### config.mk
export PLATFORM = sky130hd
export DESIGN_NAME = can_message_segmenter
export DESIGN_NICKNAME = d
export VERILOG_FILES = /design/src/hdl/cms_pkg.sv /design/src/hdl/cms_packer.sv /design/src/hdl/can_message_segmenter.sv
export SDC_FILE = /design/constraint.sdc
export NUM_CORES = 1
export LEC_CHECK = 0
export BUFFER_PORTS_ARGS = -buffer_cell sky130_fd_sc_hd__buf_2
export CAP_MARGIN = 20
export CORE_ASPECT_RATIO = 0.8
export CORE_MARGIN = 5
export CORE_UTILIZATION = 25
export CTS_CLUSTER_DIAMETER = 30
export DETAILED_ROUTE_END_ITERATION = 8
export PLACE_DENSITY = 0.49
export SYNTH_ARGS = -nofsm -noshare
export SYNTH_HDL_FRONTEND = slang
export SYNTH_SLANG_ARGS = --single-unit
### constraint.sdc
create_clock -name clk -period 8.5 [get_ports clk]
set_input_delay 1.7 -clock clk [delete_from_list [all_inputs] [get_ports clk]]
set_output_delay 1.7 -clock clk [all_outputs]
set_load 0.005 [all_outputs]
### src/hdl/cms_pkg.sv
`timescale 1ns / 1ps

package cms_pkg;

	localparam int FRAME_BYTES = 7;
	localparam int FILL_W      = 3;
	localparam int LEN_W       = 4;
	localparam int SEG_IDX_W   = 6;

	typedef enum logic [1:0] {
		SEG_SINGLE = 2'd0,
		SEG_BEGIN  = 2'd1,
		SEG_MIDDLE = 2'd2,
		SEG_END    = 2'd3
	} seg_type_t;

	typedef struct packed {
		logic [7:0]  data_byte;
		logic        last_byte;
		logic [28:0] frame_id;
	} byte_item_t;

	typedef struct packed {
		logic [28:0]          out_id;
		logic [1:0]           segment_type;
		logic [SEG_IDX_W-1:0] segment_index;
		logic [LEN_W-1:0]     length_code;
		logic [7:0]           payload_0;
		logic [7:0]           payload_1;
		logic [7:0]           payload_2;
		logic [7:0]           payload_3;
		logic [7:0]           payload_4;
		logic [7:0]           payload_5;
		logic [7:0]           payload_6;
	} frame_item_t;

endpackage

### src/hdl/cms_packer.sv
`timescale 1ns / 1ps

module cms_packer #(
	parameter int INDEX_BITS = 6
) (
	input  logic                 clk,
	input  logic                 arst_n,
	input  logic                 step,
	input  cms_pkg::byte_item_t  item,
	output logic                 emit,
	output cms_pkg::frame_item_t frame
);
	import cms_pkg::*;

	logic [7:0]            store_q [FRAME_BYTES];
	logic [FILL_W-1:0]     fill_q;
	logic [INDEX_BITS-1:0] seg_cnt_q;
	logic                  first_q;
	logic [7:0]            bytes [FRAME_BYTES];
	seg_type_t             seg_type;

	always_comb begin
		for (int k = 0; k < FRAME_BYTES; k++) begin
			if (FILL_W'(k) < fill_q) begin
				bytes[k] = store_q[k];
			end else if (FILL_W'(k) == fill_q) begin
				bytes[k] = item.data_byte;
			end else begin
				bytes[k] = 8'd0;
			end
		end
	end

	assign emit = item.last_byte || (fill_q == FILL_W'(FRAME_BYTES - 1));

	always_comb begin
		if (item.last_byte) begin
			seg_type = first_q ? SEG_SINGLE : SEG_END;
		end else begin
			seg_type = first_q ? SEG_BEGIN : SEG_MIDDLE;
		end
	end

	always_comb begin
		frame.out_id        = item.frame_id;
		frame.segment_type  = seg_type;
		frame.segment_index = first_q ? '0 : SEG_IDX_W'(seg_cnt_q);
		frame.length_code   = LEN_W'(fill_q) + LEN_W'(2);
		frame.payload_0     = bytes[0];
		frame.payload_1     = bytes[1];
		frame.payload_2     = bytes[2];
		frame.payload_3     = bytes[3];
		frame.payload_4     = bytes[4];
		frame.payload_5     = bytes[5];
		frame.payload_6     = bytes[6];
	end

	always_ff @(posedge clk) begin
		if (step && !emit) begin
			store_q[fill_q] <= item.data_byte;
		end
	end

	always_ff @(posedge clk or negedge arst_n) begin
		if (!arst_n) begin
			fill_q    <= '0;
			seg_cnt_q <= '0;
			first_q   <= 1'b1;
		end else if (step) begin
			if (!emit) begin
				fill_q <= fill_q + FILL_W'(1);
			end else begin
				fill_q <= '0;
				if (item.last_byte) begin
					seg_cnt_q <= '0;
					first_q   <= 1'b1;
				end else begin
					seg_cnt_q <= seg_cnt_q + INDEX_BITS'(1);
					first_q   <= 1'b0;
				end
			end
		end
	end

endmodule

### src/hdl/can_message_segmenter.sv
`timescale 1ns / 1ps

// Channel   Direction  Handshake                 Item
// data      in         data_valid / data_stall   one payload byte, last mark, identifier
// frame     out        frame_valid / frame_stall one CAN data frame
//
// One item is accepted per cycle while data_stall is low; a byte passes through
// the input register and the packer logic to the frame register.
// Reset clears the byte count, segment counter and both valid flags.
// A stalled frame holds the input register only when the waiting byte would
// produce another frame; bytes that complete no frame keep flowing.

module can_message_segmenter #(
	parameter int INDEX_BITS = 6
) (
	input  logic                 clk,
	input  logic                 arst_n,
	input  logic                 data_valid,
	output logic                 data_stall,
	input  cms_pkg::byte_item_t  data,
	output logic                 frame_valid,
	input  logic                 frame_stall,
	output cms_pkg::frame_item_t frame
);
	import cms_pkg::*;

	logic        valid_s1;
	byte_item_t  item_s1;
	logic        out_free;
	logic        step;
	logic        emit;
	frame_item_t packed_frame;

	assign out_free   = !frame_valid || !frame_stall;
	assign step       = valid_s1 && (!emit || out_free);
	assign data_stall = valid_s1 && !step;

	cms_packer #(
		.INDEX_BITS(INDEX_BITS)
	) u_packer (
		.clk   (clk),
		.arst_n(arst_n),
		.step  (step),
		.item  (item_s1),
		.emit  (emit),
		.frame (packed_frame)
	);

	always_ff @(posedge clk or negedge arst_n) begin
		if (!arst_n) begin
			valid_s1 <= 1'b0;
		end else if (!data_stall) begin
			valid_s1 <= data_valid;
		end
	end

	always_ff @(posedge clk) begin
		if (!data_stall && data_valid) begin
			item_s1 <= data;
		end
	end

	always_ff @(posedge clk or negedge arst_n) begin
		if (!arst_n) begin
			frame_valid <= 1'b0;
		end else if (out_free) begin
			frame_valid <= step && emit;
		end
	end

	always_ff @(posedge clk) begin
		if (out_free && step && emit) begin
			frame <= packed_frame;
		end
	end

endmodule

==> qor.yml <==
route:
  via_per_inst: 4.08
  drtIter0Drc: 162
  routed_wl_um: 16900
  num_vias: 4211
  drtAntennaViolNets: 0
  first_pass_iters: 5
  wl_per_cell_um: 16.4
  drc: 0
finish:
  syn2layout_area_growth_pct: 33.1
  register_area_um2: 6040
  nets: 674
  n_fill_cell: 2882
  multi_input_area_um2: 1290
  fin_cells: 1031
  fin_area_um2: 9990
  drive_gt1_frac: 0.351
setup_path:
  cp-end-kind: "primary output"
  r2r_start: "u_packer.fill_q[0]$_DFFE_PN0N_"
  crit_path_start_kind: "register"
  r2r_cells: 6
  worstPathMaxFanout: 22
  required_ns: 6.80
  regToRegSetupSlack_ns: 5.03
  cp_data_arrival_time_ns: 2.83
  rr_endpoint: "frame[5]$_DFFE_PP_"
  crit_type: "register to primary output"
synth:
  ys_async_sr_fraction: 0.0591
  ys_ff_latch: 203
  syn_avg_cell_area_um2: 16.5
  yosys.area.top_type_share: 0.764
  yosysSeqAreaShare: 0.805
  synth_edf_count: 191
  yosys.cell_types.count: 41
  yosysWarnings: 0
  postSynthCellCount: 455
  synth.area.top_cells: "edfxtp_1 76%, dfrtp_1 3.7%, nand2_1 2.7%"
  synth_most_common_cell: "edfxtp_1"
  synthTopCellsByCount: "191 x edfxtp_1, 53 x nand2_1, 34 x o21ai_0, 24 x inv_1, 22 x nand3_1"
  ys.flop_type: "edfxtp_1"
  syn_nets: 508
  yosysTopAreaCell: "edfxtp_1"
  synthesis.area_um2: 7500
power_and_ir_drop:
  peakVddDrop_uv: 154
  p_leak_nw: 3.84
  powerDensity_nw_per_um2: 322
clock_network:
  postCtsHoldBufs: 0
  htreeDepth: 2
  clock_sinks: 203
  cts_tree: "yes"
  clk_latency_ns: 0.50
  ctsLongestPathBuffers: 3
  numCtsBuffers: 41
  cts_root_buf: "clkbuf_16"
  cts.repair.resized: 0
  clkTransAtPathRegs_ns: 0.05
  postCtsSetupBuffers: 0
global_routing:
  gr-total-overflow: 0
  grt_use_met3: 0.0440
  grt_pass1_vias: 4300
  grt_max_degree: 66
  top_usage_layer: "met2"
  grt_pass1_wl_um: 25600
  met2_usage: 0.148
  grt_usage: 0.0997
  grt_use_met1: 0.133
  antenna_found_initial: 2
sta:
  post-route-period-util: 0.533
  drv_slew: 0
  timing.final.crit_period_ns: 4.53
  tightest_slew_ns: 1.04
  skew_ns: 0.0165
  relSlewSlack: 0.308
  fmax_ghz: 0.221
  finalSetupTns_ns: 0
  holdWs_ns: 0.404
  rsz0062_at_grt: "no"
  setup_viol: 0
  hold_viol: 0
die:
  die_h_um: 165
  die_w_um: 204
  core_um2: 29400
  initial_core_util: 0.255
  num_rows: 56
  die-area_um2: 33600
  ios: 141
place:
  gp_congestion: 0.732
  dp_hpwl_um: 10900
  placed_area_um2: 8620
  portBuffers: 140
  dp.cells: 955
run_status:
  status: "finished, final reports clean"
worst_hold_path:
  whs_path_depth: 0
  holdCritPathClass: "register to register"
  hp-start: "item_s1[3]$_DFFE_PP_"
  whs_endpoint: "frame[71]$_DFFE_PP_"
run:
  maxCapViolCount: 0
[state kept, by name (all words and copies together), names as in the netlist]
signal,flops
frame,97
frame_valid,1
item_s1,38
u_packer.fill_q,3
u_packer.first_q,1
u_packer.seg_cnt_q,6
u_packer.store_q,56
valid_s1,1
[routing by layer]
layer / vias up / wire, µm
met5: - / 13
met4: 2 / 302
met3: 32 / 1570
met2: 132 / 7270
met1: 1994 / 7740
li1: 2051 / -
[layout by cell type, fill, tap and decap left out, types with 2 or more instances in the layout]
master | netlist | routed
nand2_1 | 53 | 53
nor2b_1 | 8 | 7
clkinv_1 | 1 | 7
buf_2 | 2 | 140
buf_4 | 0 | 3
clkbuf_1 | 15 | 3
dfrtp_1 | 11 | 11
a22o_1 | 8 | 8
inv_1 | 24 | 23
bufinv_16 | 0 | 6
and2_1 | 5 | 5
o211ai_1 | 4 | 4
or3_1 | 3 | 3
diode_2 | 0 | 2
a21o_1 | 3 | 3
nor3_1 | 2 | 2
nand3_1 | 22 | 22
clkinvlp_4 | 0 | 4
or2_2 | 2 | 2
edfxtp_1 | 191 | 191
nor2_1 | 2 | 2
nand2b_1 | 2 | 2
o21ai_0 | 34 | 34
mux2i_1 | 8 | 8
mux2_2 | 8 | 8
and4_2 | 2 | 2
a21oi_1 | 8 | 8
clkinv_2 | 0 | 9
inv_6 | 0 | 3
ha_1 | 11 | 11
clkbuf_16 | 0 | 41
nor4_1 | 2 | 2
and3_1 | 8 | 8
a21oi_2 | 2 | 2
[kinds of logic after synthesis]
group,Yosys count,share of synthesized area
AND/OR/NAND/NOR,115,0.0759
AO/OA/AOI/OAI,65,0.0545
multiplexers,16,0.0227
adder cells (fa/ha/maj),11,0.0183
buffers and inverters,45,0.0240
flip-flops,203,0.805
[final cells by class]
cell class / count / area share
clock buffers: 44 / 0.104
inverters: 25 / 0.00965
multi-input cells: 207 / 0.130
diodes: 2 / 0.000501
well taps: 377 / 0.0472
flip-flops and latches: 203 / 0.604
clock inverters: 30 / 0.0324
repair buffers: 143 / 0.0724
[metrics by stage]
step / worst slack (ns) / power, W / util
finish: 3.97 / 0.00322 / 0.339
global route: 3.63 / 0.00338 / 0.339
CTS: 3.89 / 0.00327 / 0.339
detailed placement: 4.20 / 0.00168 / 0.293
global placement: 4.22 / 0.00168 / 0.293
floorplan: 4.14 / 0.00153 / -
[worst max-delay path, stage by stage (launching register included)]
cell,delay (ns)
dfrtp_1,0.62
inv_1,0.23
ha_1,0.47
a21oi_2,0.24
nor3_1,0.55
buf_2,0.21
[worst max path at each step]
stage                                   startpoint                  to  slack, ns  cells after the start
floorplan                              frame_stall  frame[0]$_DFFE_PP_       4.14                      3
global placement                       frame_stall          data_stall       4.22                      4
detailed placement                     frame_stall          data_stall       4.20                      4
CTS                 u_packer.fill_q[0]$_DFFE_PN0N_          data_stall       3.89                      5
global route        u_packer.fill_q[0]$_DFFE_PN0N_          data_stall       3.63                      5
finish              u_packer.fill_q[0]$_DFFE_PN0N_          data_stall       3.97                      5
[power breakdown]
part | internal, W | switching [W] | leakage, nW
Clock | 0.00106 | 0.000499 | 0.663
Combinational | 0.000135 | 0.000215 | 1.24
Sequential | 0.00123 | 0.0000754 | 1.94
No activity file was read; power rests on OpenSTA's default activity.
